$ cat config.mk
export PLATFORM = sky130hd
export DESIGN_NAME = brni_sqrt
export DESIGN_NICKNAME = d
export VERILOG_FILES = /design/src/rtl/brni_pkg.sv /design/src/rtl/brni_sqrt.sv
export SDC_FILE = /design/constraint.sdc
export NUM_CORES = 1
export LEC_CHECK = 0
export BUFFER_PORTS_ARGS = -buffer_cell sky130_fd_sc_hd__buf_2
export CORE_MARGIN = 1
export CORE_UTILIZATION = 45
export CTS_CLUSTER_DIAMETER = 80
export CTS_CLUSTER_SIZE = 14
export DETAILED_ROUTE_END_ITERATION = 12
export SKIP_LAST_GASP = 1
export SLEW_MARGIN = 20
export SYNTH_ARGS = -nofsm -noshare
export SYNTH_HDL_FRONTEND = slang
export SYNTH_SLANG_ARGS = --single-unit
$ cat constraint.sdc
create_clock -name i_clk -period 5.35 [get_ports i_clk]
set_clock_uncertainty 0.05 [all_clocks]
set_input_delay 1.07 -clock i_clk [delete_from_list [all_inputs] [get_ports i_clk]]
set_output_delay 1.07 -clock i_clk [all_outputs]
set_load 0.02 [all_outputs]
$ cat src/rtl/brni_pkg.sv
// brni_pkg: shared types, codes and the squared-distance helper
// used by the roadmap node insertion block and its arithmetic units
// depends on nothing
package brni_pkg;

    localparam int PT_W   = 48;   // packed point {x, y, z}, 10.6 each
    localparam int DIST_W = 34;   // squared distance
    localparam int BUB_W  = 17;   // 11.6 radius
    localparam int PROD_W = 33;   // |axis diff| * bubble

    typedef logic [PT_W-1:0]   t_pt;
    typedef logic [DIST_W-1:0] t_dist;
    typedef logic [BUB_W-1:0]  t_bub;
    typedef logic [PROD_W-1:0] t_prod;

    localparam logic [1:0] OP_OBST   = 2'd0;
    localparam logic [1:0] OP_SAMPLE = 2'd1;
    localparam logic [1:0] OP_START  = 2'd2;

    localparam logic [1:0] ST_OBST   = 2'd0;
    localparam logic [1:0] ST_START  = 2'd1;
    localparam logic [1:0] ST_EDGE   = 2'd2;
    localparam logic [1:0] ST_REJECT = 2'd3;

    function automatic logic [15:0] axis_gap(input logic [15:0] a, input logic [15:0] b);
        axis_gap = (a >= b) ? (a - b) : (b - a);
    endfunction

    function automatic t_dist sq_dist(input t_pt a, input t_pt b);
        logic [15:0] gx;
        logic [15:0] gy;
        logic [15:0] gz;
        logic [31:0] sx;
        logic [31:0] sy;
        logic [31:0] sz;
        gx = axis_gap(a[47:32], b[47:32]);
        gy = axis_gap(a[31:16], b[31:16]);
        gz = axis_gap(a[15:0],  b[15:0]);
        sx = 32'(gx) * 32'(gx);
        sy = 32'(gy) * 32'(gy);
        sz = 32'(gz) * 32'(gz);
        sq_dist = DIST_W'(sx) + DIST_W'(sy) + DIST_W'(sz);
    endfunction

endpackage

$ cat src/rtl/brni_sqrt.sv
// brni_sqrt: floor square root of a squared distance, two bits a cycle
// depends on brni_pkg
module brni_sqrt (
    input  logic           i_clk,
    input  logic           i_rst_n,
    input  logic           i_go,
    input  brni_pkg::t_dist i_val,
    output logic           o_done,
    output brni_pkg::t_bub o_root
);
    import brni_pkg::*;

    logic        r_busy;
    logic        r_done;
    logic [4:0]  r_cnt;
    t_dist       r_val;
    logic [19:0] r_rem;
    t_bub        r_root;
    logic [19:0] rem2;
    logic [19:0] trial;

    assign rem2  = {r_rem[17:0], r_val[DIST_W-1 -: 2]};
    assign trial = 20'({r_root, 2'b01});

    always_ff @(posedge i_clk) begin
        if (!i_rst_n) begin
            r_busy <= 1'b0;
            r_done <= 1'b0;
        end else begin
            r_done <= 1'b0;
            if (i_go) begin
                r_busy <= 1'b1;
                r_cnt  <= 5'(BUB_W);
                r_val  <= i_val;
                r_rem  <= '0;
                r_root <= '0;
            end else if (r_busy) begin
                r_val <= r_val << 2;
                if (rem2 >= trial) begin
                    r_rem  <= rem2 - trial;
                    r_root <= {r_root[BUB_W-2:0], 1'b1};
                end else begin
                    r_rem  <= rem2;
                    r_root <= {r_root[BUB_W-2:0], 1'b0};
                end
                r_cnt <= r_cnt - 5'd1;
                if (r_cnt == 5'd1) begin
                    r_busy <= 1'b0;
                    r_done <= 1'b1;
                end
            end
        end
    end

    assign o_done = r_done;
    assign o_root = r_root;
endmodule

# Word level (Yosys, flattened, before mapping)
# Cells that the tools add are included.
[totals]
regBits = 76
inputBits = 37
output_inout_bits = 18
[op_classes]
add_sub_neg = 2
magnitude_cmp = 1
n_eq_ne = 1
n_mux = 11
n_bitwise = 2
n_reduce_logical = 3
[op_table]
columns = ["operator", "n"]
rows = [
  ["$mux 34", 2],
  ["$mux 18", 2],
  ["$ge 20x19->1", 1],
  ["$sub 18x18->18", 1],
  ["$mux 17", 1],
  ["$eq 5x1->1 const B", 1],
  ["$mux 1", 5],
  ["$mux 5", 1],
  ["$sub 5x1->5 const B", 1],
  ["$reduce_or 3->1", 1],
  ["$not 1->1", 2],
  ["$reduce_and 2->1", 1],
  ["$reduce_bool 2->1", 1],
]

# Longest topological paths before layout
[logic_depth]
word_depth = 4
depth_mapped = 11
mapped_depth_nobuf = 9

# Worst setup path after synthesis
# OpenSTA, ideal clock, no wires.
[synth_timing]
path_type = "input port to flip-flop"
start = "in i_go"
end = "reg r_root[0], in the netlist o_root[0], enable pin"
setup_time_ns = 0.438
arrival_time_ns = 3.151
setup_slack_ns = 1.711
path_stages = 2
path_buffers = 1
path_cell_list = "buf_1 > o21a_1"
[synth_between]
elab_chain_cells = 2
[synth_rtl]
columns = ["element", "line_no", "text"]
rows = [
  ["start: declaration", "brni_sqrt.sv:6", "input logic i_go,"],
  ["$reduce_bool 2->1 (no line)", "--", ""],
  ["$reduce_and 2->1 (no line)", "--", ""],
  ["end signal: assignment", "brni_sqrt.sv:41", "r_root <= {r_root[BUB_W-2:0], 1'b1};"],
  ["end signal: assignment", "brni_sqrt.sv:44", "r_root <= {r_root[BUB_W-2:0], 1'b0};"],
  ["end: declaration", "brni_sqrt.sv:18", "t_bub r_root;"],
]
# Every way passes these cells.
# A chain may end at the register's enable or synchronous reset.

# Worst setup path in the final report
[layout_timing]
start = "reg r_rem[2]"
end = "reg r_rem[6] (data pin)"
[layout_between]
elab_chain_cells = 3
[layout_rtl]
columns = ["element", "line_no", "text"]
rows = [
  ["start: declaration", "brni_sqrt.sv:17", "logic [19:0] r_rem;"],
  ["start signal: assignment", "brni_sqrt.sv:40", "r_rem <= rem2 - trial;"],
  ["start signal: assignment", "brni_sqrt.sv:43", "r_rem <= rem2;"],
  ["$sub 18x18->18 / $ge 20x19->1 (equally long branches)", "brni_sqrt.sv:40, brni_sqrt.sv:39", ""],
  ["$mux 18 (*)", "brni_sqrt.sv:39", "if (rem2 >= trial) begin"],
  ["$mux 18 (*)", "brni_sqrt.sv:37", "end else if (r_busy) begin"],
]
# Mark *: on every way between the ends. The rest lies on a longest branch, timed or not. The select of a mux whose other input is x is not followed.

==> impl_metrics.json <==
{
  "hold_slack_ns": 0.457,
  "summed_instance_area_of_the_synthesized_netlist_um2": 4110,
  "placed_cell_area_um2": 4450,
  "core_area_um2": 8760,
  "cp.arrival_ns": 2.66,
  "relative_slew_slack_pct": 31.2,
  "route.vias.total": 2588,
  "worst_ep_required_time_ns": 5.37,
  "yosysWarnings": 0,
  "critical-path-top-delay-family": "compound AO/OA/AOI/OAI gates",
  "number_of_global_route_vias_before_repair": 2551,
  "worstSetupStartpointType": "flop",
  "holdCritPathClass": "flop to flop",
  "timing_worst_setup_path_type": "flop to flop",
  "dr_wl_met3_um": 235,
  "synth.avg_cell_area_um2": 12.5,
  "cts-htree-levels": 3,
  "cell_chain_critical_path": "ha_1 > o211ai_2 > a21oi_2 > a31oi_4 > o41ai_4 > a211o_4 > mux2i_1 > nor2_1",
  "areaGrowthSynthToFinish_pct": 13.0,
  "clk_transition_reported_paths_ns": 0.08,
  "buffer_ports.inserted": 54,
  "grt_overflow_total": 0,
  "mostFrequentLayoutCell": "edfxtp_1",
  "vias_per_cell": 5.23,
  "post_route_cells_drive_above_1_share_pct": 29.7,
  "cts-root-to-sink-buffers": 2,
  "placement_rows": 34,
  "holdBufCountCts": 0,
  "postCtsSetupBuffers": 0,
  "detail_route.drc_violations": 0,
  "fin_crit_sh_pct": 49.2,
  "worstHoldStart": "r_busy",
  "boundaryPins": 55,
  "postSynthCellCount": 328,
  "grt_max_degree": 76,
  "dpl_worst_slack_ns": 2.69,
  "fin_cells": 495,
  "first_pass_grt_wire_length_um": 12100,
  "fmax_ghz": 0.380,
  "critical_path.slowest_cell": "a211o_4",
  "firstDrtPassIters": 4,
  "design_power_total_mw": 1.49,
  "finalInstanceArea_um2": 4640,
  "die_w_um": 97.5,
  "tritoncts_sinks": 76,
  "cellPowerDensity_nw_per_um2": 321,
  "timing_max_transition_violations_final": 0,
  "crit_path_max_incr_delay_ns": 0.41,
  "timing.setup.tns_ns": 0,
  "shortest_period_the_worst_path_allows_ns": 2.63,
  "regToRegStartpoint": "r_rem[2]",
  "max_cap_violations": 0,
  "nNetsFinal": 441,
  "outcome": "complete, no violations",
  "startpoint": "r_rem[2]",
  "detail_route.wirelength_um": 7270,
  "clock_latency_on_the_worst_skew_pair_ns": 0.35,
  "wire_length_per_cell_um": 14.7,
  "clock_tree_from_tritoncts": "built",
  "gp_congestion": 0.757,
  "seq_area_frac_synth_pct": 55.1,
  "cellLeakagePower_nw": 1.90,
  "track_usage_pct": 16.1,
  "route.met2.wl_um": 3400,
  "hold_viol": 0,
  "critical_path.n_buffers_inverters": 0,
  "cts_root_buffer": "clkbuf_8",
  "cts-resized-gates": 0,
  "setup_viol_count_final": 0,
  "placed_cells_incl_taps": 480,
  "top_metal_used": "met4",
  "postSynthRegisterBits": 76,
  "synth_cell_types": 43,
  "max-vdd-ir-drop_mv": 0.157,
  "die-height_um": 97.5,
  "final_cell_mix": "edfxtp_1, buf_2, nor2_1",
  "antenna_violating_nets_post_route": 0,
  "finalWorstSetupSlack_ns": 2.72,
  "drt_iter0_markers": 110,
  "count_of_inserted_antenna_diode_cells": 0,
  "worst_slew_pin_slew_ns": 1.03,
  "maximum_fanout_along_the_worst_path": 20,
  "start_util_pct": 46.8,
  "cts_made_buffers": 9,
  "grt_setup_unrepaired": "false",
  "finalCoreUtilization_pct": 52.9,
  "met1Wirelength_um": 3530,
  "dieArea_um2": 9510,
  "antenna_found_initial": 0,
  "synth_fp_nets": 386,
  "detailedPlacementHpwl_um": 4910,
  "worst_setup_path_end_kind": "flop"
}
[report_power, final]
group	switching (mW)	internal (mW)
sequential	0.0187	0.713
clock	0.222	0.213
combinational	0.182	0.140
total	0.423	1.07
[cell usage after synthesis, drive strengths merged]
cell / number / area, µm²
and2: 3 / 18.8
xor2: 8 / 70.1
edfxtp: 74 / 2220
and3: 4 / 25.0
nor2b: 1 / 6.26
o21bai: 3 / 22.5
o21a: 3 / 22.5
o211ai: 2 / 20.0
inv: 22 / 82.6
o21ai: 11 / 55.1
nand3: 1 / 5.00
dfxtp: 2 / 40.0
nand4: 3 / 18.8
mux2: 32 / 360
clkbuf: 2 / 8.75
a211oi: 5 / 52.6
o41ai: 1 / 27.5
o311ai: 1 / 16.3
a21o: 2 / 15.0
xnor2: 10 / 87.6
a211o: 2 / 26.3
and4b: 1 / 10.0
mux2i: 13 / 130
nor2: 46 / 175
a311oi: 1 / 8.76
a31oi: 3 / 33.8
nand2b: 4 / 25.0
buf: 9 / 66.3
nor3: 4 / 20.0
ha: 21 / 263
nand2: 13 / 48.8
a21boi: 1 / 7.51
a21oi: 19 / 106
and2b: 1 / 7.51
[sequential cells by signal (all words and copies together) (netlist names)]
signal	count
o_done	1
o_root	17
r_busy	1
r_cnt	5
r_rem	18
r_val	34
[cell families after synthesis]
| kind of cell | synth area share, % |
|---|---|
| adder cells (fa/ha/maj) | 6.40 |
| buffers and inverters | 3.84 |
| flip-flops | 55.1 |
| multiplexers | 11.9 |
| AND/OR/NAND/NOR | 8.78 |
| XOR/XNOR | 3.84 |
| AO/OA/AOI/OAI | 10.1 |
[path summary, 6_finish.rpt]
check | to | slack, ns | depth (start not counted)
worst min register to register | o_done | 0.46 | 1
worst max-delay path | r_rem[6] | 2.72 | 8
worst max register to register | r_rem[6] | 2.72 | 8
worst min-delay path | o_done | 0.46 | 1
[layer usage]
layer  track usage (%)  vias to the layer above
met5                 0                        -
li1                  -                     1296
met4              5.09                        0
met2              25.4                       58
met1              22.0                     1220
met3              3.96                       14
[cell type report]
cell class	count	area [µm²]
fill	781	4130
clock inverter	6	63.8
tap	108	135
sequential	76	2260
timing repair buffer	55	278
clock buffer	9	124
inverter	22	82.6
multi-input combinational	219	1690
Note: power is estimated with default switching activity, not from simulation.
