[config.mk]
export PLATFORM = sky130hd
export DESIGN_NAME = brni_div
export DESIGN_NICKNAME = d
export VERILOG_FILES = /design/src/rtl/brni_pkg.sv /design/src/rtl/brni_div.sv
export SDC_FILE = /design/constraint.sdc
export NUM_CORES = 1
export LEC_CHECK = 0
export BUFFER_PORTS_ARGS = -buffer_cell sky130_fd_sc_hd__buf_2
export CAP_MARGIN = 30
export CORE_MARGIN = 2
export CORE_UTILIZATION = 35
export CTS_CLUSTER_DIAMETER = 80
export DETAILED_ROUTE_END_ITERATION = 8
export PLACE_DENSITY = 0.68
export SKIP_LAST_GASP = 1
export SYNTH_ARGS = -nofsm -noshare
export SYNTH_HDL_FRONTEND = slang
export SYNTH_SLANG_ARGS = --single-unit
export TNS_END_PERCENT = 10
[constraint.sdc]
create_clock -name i_clk -period 3.2 [get_ports i_clk]
set_input_delay 0.96 -clock i_clk [delete_from_list [all_inputs] [get_ports i_clk]]
set_output_delay 0.96 -clock i_clk [all_outputs]
set_load 0.01 [all_outputs]
[src/rtl/brni_pkg.sv]
// brni_pkg: shared types, codes and the squared-distance helper
// used by the roadmap node insertion block and its arithmetic units
// depends on nothing
package brni_pkg;

    localparam int PT_W   = 48;   // packed point {x, y, z}, 10.6 each
    localparam int DIST_W = 34;   // squared distance
    localparam int BUB_W  = 17;   // 11.6 radius
    localparam int PROD_W = 33;   // |axis diff| * bubble

    typedef logic [PT_W-1:0]   t_pt;
    typedef logic [DIST_W-1:0] t_dist;
    typedef logic [BUB_W-1:0]  t_bub;
    typedef logic [PROD_W-1:0] t_prod;

    localparam logic [1:0] OP_OBST   = 2'd0;
    localparam logic [1:0] OP_SAMPLE = 2'd1;
    localparam logic [1:0] OP_START  = 2'd2;

    localparam logic [1:0] ST_OBST   = 2'd0;
    localparam logic [1:0] ST_START  = 2'd1;
    localparam logic [1:0] ST_EDGE   = 2'd2;
    localparam logic [1:0] ST_REJECT = 2'd3;

    function automatic logic [15:0] axis_gap(input logic [15:0] a, input logic [15:0] b);
        axis_gap = (a >= b) ? (a - b) : (b - a);
    endfunction

    function automatic t_dist sq_dist(input t_pt a, input t_pt b);
        logic [15:0] gx;
        logic [15:0] gy;
        logic [15:0] gz;
        logic [31:0] sx;
        logic [31:0] sy;
        logic [31:0] sz;
        gx = axis_gap(a[47:32], b[47:32]);
        gy = axis_gap(a[31:16], b[31:16]);
        gz = axis_gap(a[15:0],  b[15:0]);
        sx = 32'(gx) * 32'(gx);
        sy = 32'(gy) * 32'(gy);
        sz = 32'(gz) * 32'(gz);
        sq_dist = DIST_W'(sx) + DIST_W'(sy) + DIST_W'(sz);
    endfunction

endpackage

[src/rtl/brni_div.sv]
// brni_div: restoring divider for the steering offset, one quotient bit a cycle
// depends on brni_pkg
module brni_div (
    input  logic            i_clk,
    input  logic            i_rst_n,
    input  logic            i_go,
    input  brni_pkg::t_prod i_dividend,
    input  brni_pkg::t_bub  i_divisor,
    output logic            o_done,
    output brni_pkg::t_prod o_quot
);
    import brni_pkg::*;

    logic        r_busy;
    logic        r_done;
    logic [5:0]  r_cnt;
    t_prod       r_q;
    t_bub        r_dvs;
    logic [17:0] r_rem;
    logic [17:0] rem2;

    assign rem2 = {r_rem[16:0], r_q[PROD_W-1]};

    always_ff @(posedge i_clk) begin
        if (!i_rst_n) begin
            r_busy <= 1'b0;
            r_done <= 1'b0;
        end else begin
            r_done <= 1'b0;
            if (i_go) begin
                r_busy <= 1'b1;
                r_cnt  <= 6'(PROD_W);
                r_q    <= i_dividend;
                r_dvs  <= i_divisor;
                r_rem  <= '0;
            end else if (r_busy) begin
                if (rem2 >= {1'b0, r_dvs}) begin
                    r_rem <= rem2 - {1'b0, r_dvs};
                    r_q   <= {r_q[PROD_W-2:0], 1'b1};
                end else begin
                    r_rem <= rem2;
                    r_q   <= {r_q[PROD_W-2:0], 1'b0};
                end
                r_cnt <= r_cnt - 6'd1;
                if (r_cnt == 6'd1) begin
                    r_busy <= 1'b0;
                    r_done <= 1'b1;
                end
            end
        end
    end

    assign o_done = r_done;
    assign o_quot = r_q;
endmodule

# ---- Word-level counts from Yosys, hierarchy flattened
# Index checks and enable logic that the tools add are counted.
dict set report op_classes {
  n_addsub 2
  mul 0
  n_div 0
  n_lt_le_gt_ge 1
  n_eq_ne 1
  n_shift 0
  n_mux 10
  bitwise_logic 2
  n_reduce_logical 4
}
# cell count
set ops {}
lappend ops {{$mux 33} 2}
lappend ops {{$mux 17} 2}
lappend ops {{$ge 18x17->1} 1}
lappend ops {{$sub 17x17->17} 1}
lappend ops {{$eq 6x1->1 const B} 1}
lappend ops {{$mux 6} 1}
lappend ops {{$sub 6x1->6 const B} 1}
lappend ops {{$mux 1} 5}
lappend ops {{$reduce_and 2->1} 2}
lappend ops {{$reduce_or 3->1} 1}
lappend ops {{$not 1->1} 2}
lappend ops {{$reduce_bool 2->1} 1}
dict set report totals {
  regBits 75
  latchBits 0
  mem_bits_rw 0
  mem_bits_ro 0
  input_bits 53
  output_inout_bits 34
  wordCells 26
  n_memories 0
}

# ---- Depth between registers and ports, before layout
dict set report depth {
  word_depth 4
  depth_mapped 11
  depth_no_buf 10
}

# ---- Worst setup path after synthesis
# No wires, ideal clock.
dict set report synth_path {
  path_type {input to register}
  from {in i_go}
  to {reg r_q[0], in the netlist o_quot[0] (enable)}
  setup_ps 418
  arrival_ps 2510
  required_ps 2782
  path_slack_ps 272
  path_stages 2
  n_path_buf 1
  cell_sequence {clkbuf_1 o21a_1}
}
dict set report synth_between {
  elab_chain_cells 2
}
# item line
set synth_lines {}
lappend synth_lines {{start, declared} brni_div.sv:6} ;# input logic i_go,
lappend synth_lines {{$reduce_bool 2->1 (no line)} --}
lappend synth_lines {{$reduce_and 2->1 (no line)} --}
lappend synth_lines {{end signal, assigned} brni_div.sv:33} ;# r_q <= i_dividend;
lappend synth_lines {{end signal, assigned} brni_div.sv:39} ;# r_q <= {r_q[PROD_W-2:0], 1'b1};
lappend synth_lines {{end signal, assigned} brni_div.sv:42} ;# r_q <= {r_q[PROD_W-2:0], 1'b0};
lappend synth_lines {{end, declared} brni_div.sv:17} ;# t_prod r_q;
# Every way passes these cells.
# A chain may end at the register's enable or synchronous reset.

# ---- Worst setup path after layout
dict set report layout_path {
  from {reg r_q[32], in the netlist o_quot[32]}
  to {reg r_q[0], in the netlist o_quot[0], data pin}
}
dict set report layout_between {
  elab_chain_cells 4
}
# item line
set layout_lines {}
lappend layout_lines {{$ge 18x17->1} brni_div.sv:37} ;# if (rem2 >= {1'b0, r_dvs}) begin
lappend layout_lines {{$mux 1} brni_div.sv:37}
lappend layout_lines {{$mux 33} brni_div.sv:36} ;# end else if (r_busy) begin
lappend layout_lines {{$mux 33} brni_div.sv:30} ;# if (i_go) begin
# Every way passes these cells. The select of a mux whose other input is x is not followed.

==> flow_metrics.py <==
metrics = {
    "outcome": {
        "status": "completed",
    },
    "final_layout": {
        "fin_area_mm2": 0.00488,
        "multi_input_area_mm2": 0.00160,
        "final_cells": 557,
        "layout_commonest_cell": "buf_2",
        "final_cell_mix": "buf_2, edfxtp_1, mux2_2",
        "final_layout_size_suffix_gt1_share_pct": 36.0,
        "fin_util_pct": 44.4,
        "seq_area_mm2": 0.00223,
        "fillCellCount": 1003,
        "diodes": 0,
        "synthToLayoutAreaGrowth_pct": 22.6,
        "finalNetCount": 485,
    },
    "power": {
        "leakage_nw": 1.97,
        "ir_drop_mv": 0.362,
        "power_per_cell_area_mw_per_mm2": 574,
        "p_total_mw": 2.80,
    },
    "place": {
        "dpl_cell_area_mm2": 0.00458,
        "dp.cells": 541,
        "place_congestion": 0.826,
        "port_buffers": 86,
        "hpwlAfterDp_mm": 6.26,
    },
    "setup_path": {
        "reg2reg_depth": 10,
        "worstSetupPathType": "flip-flop to flip-flop",
        "cp_data_arrival_time_ns": 2.90,
        "r2r_end": "o_quot[0]",
        "timing.rr.start": "o_quot[32]",
        "worstSetupEndpointType": "flip-flop",
        "path_max_fanout": 10,
        "startpoint_type": "flip-flop",
        "critPathRequiredTime_ns": 3.29,
        "r2r_slack_ns": 0.39,
        "crit_path_start": "o_quot[32]",
        "crit_end": "o_quot[0]",
    },
    "logic_synthesis": {
        "synthesis.area_mm2": 0.00398,
        "synthXorXnorAreaFrac_pct": 3.52,
        "synth_warnings": 0,
        "synthMuxAreaShare_pct": 9.43,
        "netlist_instances": 319,
        "ys_types": 51,
        "synth.avg_cell_area_um2": 12.5,
        "synth-simple-area-share_pct": 8.81,
        "syn_nets": 392,
        "synth_top_family_by_area": "compound AO/OA/AOI/OAI gates",
        "synth_compound_area_share_pct": 12.0,
        "synth_seq_area_share_pct": 56.1,
        "ys_seq_elements": 75,
        "async_flop_share_pct": 0,
        "ys.flop_type": "edfxtp_1",
        "synth-adder-area-share_pct": 6.48,
        "synth_edf_count": 73,
    },
    "cts": {
        "root_buffer": "clkbuf_16",
        "h-tree-depth": 3,
        "clk_latency_ns": 0.34,
        "cts_buffers": 9,
        "post_cts_buffers": 0,
        "cts_buffer_depth": 2,
        "clk_pin_slew_ns": 0.07,
        "cts_resized": 0,
        "cts_tree": "yes",
        "cts.sinks": 75,
        "cts_hold_buf": 0,
    },
    "detailed_routing": {
        "first_iter_violations": 127,
        "num_vias": 2871,
        "remaining_drc_errors": 0,
        "viasPerCell": 5.15,
        "wl_per_cell_um": 15.6,
        "postRouteAntennaNets": 0,
        "first_pass_iters": 4,
        "drt_wl_total_mm": 8.72,
    },
    "grt": {
        "grt_max_degree": 36,
        "antenna_found_initial": 0,
        "grt_pass1_wl_mm": 14.6,
        "grt.overflow.total": 0,
        "track_usage_pct": 14.8,
        "grt_pass1_vias": 2974,
    },
    "floorplanning": {
        "rows": 38,
        "pin_count": 87,
        "die_width_um": 111,
        "initial_core_util_pct": 36.2,
        "dieArea_mm2": 0.0122,
        "die-height_um": 111,
        "core_area_mm2": 0.0110,
    },
    "sta": {
        "hold_viol_final": 0,
        "max-slew-margin-rel_pct": 68.8,
        "slew_violations": 0,
        "fin_crit_ns": 2.81,
        "period_share_pct": 87.9,
        "rsz0062_at_grt": "no",
        "tns_ns": 0,
        "fmax_mhz": 355,
        "skew_ns": 0.00832,
        "worst_pin_slew_ns": 0.468,
        "finalSetupViolCount": 0,
    },
    "hold_path": {
        "min_path_type": "flip-flop to flip-flop",
    },
    "job": {
        "max-cap-violations": 0,
    },
}
[layout make-up]
cell class	count	share of cell area [%]
sequential	75	45.7
tap	140	3.59
multi-input combinational	210	32.9
clock buffer	10	4.69
clock inverter	6	1.51
inverter	24	1.85
timing repair buffer	92	9.74
[cells in the mapped netlist (all sizes together), types with 5 or more instances]
library cell	number	area, um2
o22ai	5	31.3
nand3	13	65.1
edfxtp	73	2190
a21oi	22	110
inv	23	86.3
clkbuf	7	26.3
nand2	21	86.3
mux2	33	375
nor2	11	41.3
xnor2	12	105
ha	19	238
o21ai	15	78.8
nor3	7	40.0
a21o	6	45.0
[critical path: stages (launching register included)]
cell and delay (ns):
edfxtp_1 0.41, inv_1 0.08, ha_1 0.15, inv_1 0.05, fa_1 0.39, a21o_1 0.24, a221o_1 0.32, o21a_2 0.23
o21bai_4 0.28, nand2_4 0.14, mux2_4 0.27
[kinds of logic after synthesis]
| logic type | Yosys count |
|---|---|
| AOI/OAI and AO/OA | 72 |
| xor gates and xnor gates | 16 |
| muxes | 33 |
| adders and majority gates | 20 |
| DFF | 75 |
| and+or+nand+nor | 69 |
| buffers and inverters | 34 |
[state kept, by name, indices dropped and copies added, names as in the netlist]
| signal | cells |
|---|---|
| o_done | 1 |
| o_quot | 33 |
| r_busy | 1 |
| r_cnt | 6 |
| r_dvs | 17 |
| r_rem | 17 |
[per-layer routing]
| metal | vias to the layer above | wire [um] | global-route usage, % |
|---|---|---|---|
| met3 | 14 | 612 | 5.10 |
| met1 | 1365 | 4050 | 19.3 |
| met5 | - | 0 | 0 |
| met4 | 0 | 140 | 5.83 |
| li1 | 1385 | - | - |
| met2 | 107 | 3910 | 22.5 |
[worst min-delay path by stage]
stage	start	endpoint	slack (ns)	depth (start not counted)
after floorplan	r_busy	o_done	0.41	2
after global placement	r_busy	o_done	0.43	2
after detailed placement	r_busy	o_done	0.44	2
after CTS	r_busy	o_done	0.44	2
after global routing	r_busy	o_done	0.46	2
final	r_busy	o_done	0.43	2
[power breakdown]
| group | switching [mW] | internal (mW) |
|---|---|---|
| Combinational | 0.302 | 0.243 |
| Clock | 0.424 | 0.614 |
| Sequential | 0.0401 | 1.18 |
| Total | 0.766 | 2.03 |
[stage by stage]
step	hold WS, ns	worst slack (ns)
after global placement	0.429	0.462
after floorplan	0.415	0.272
after detailed placement	0.444	0.402
after global routing	0.464	0.237
after CTS	0.441	0.391
final	0.432	0.387
Power figures use the tool's default switching activity.
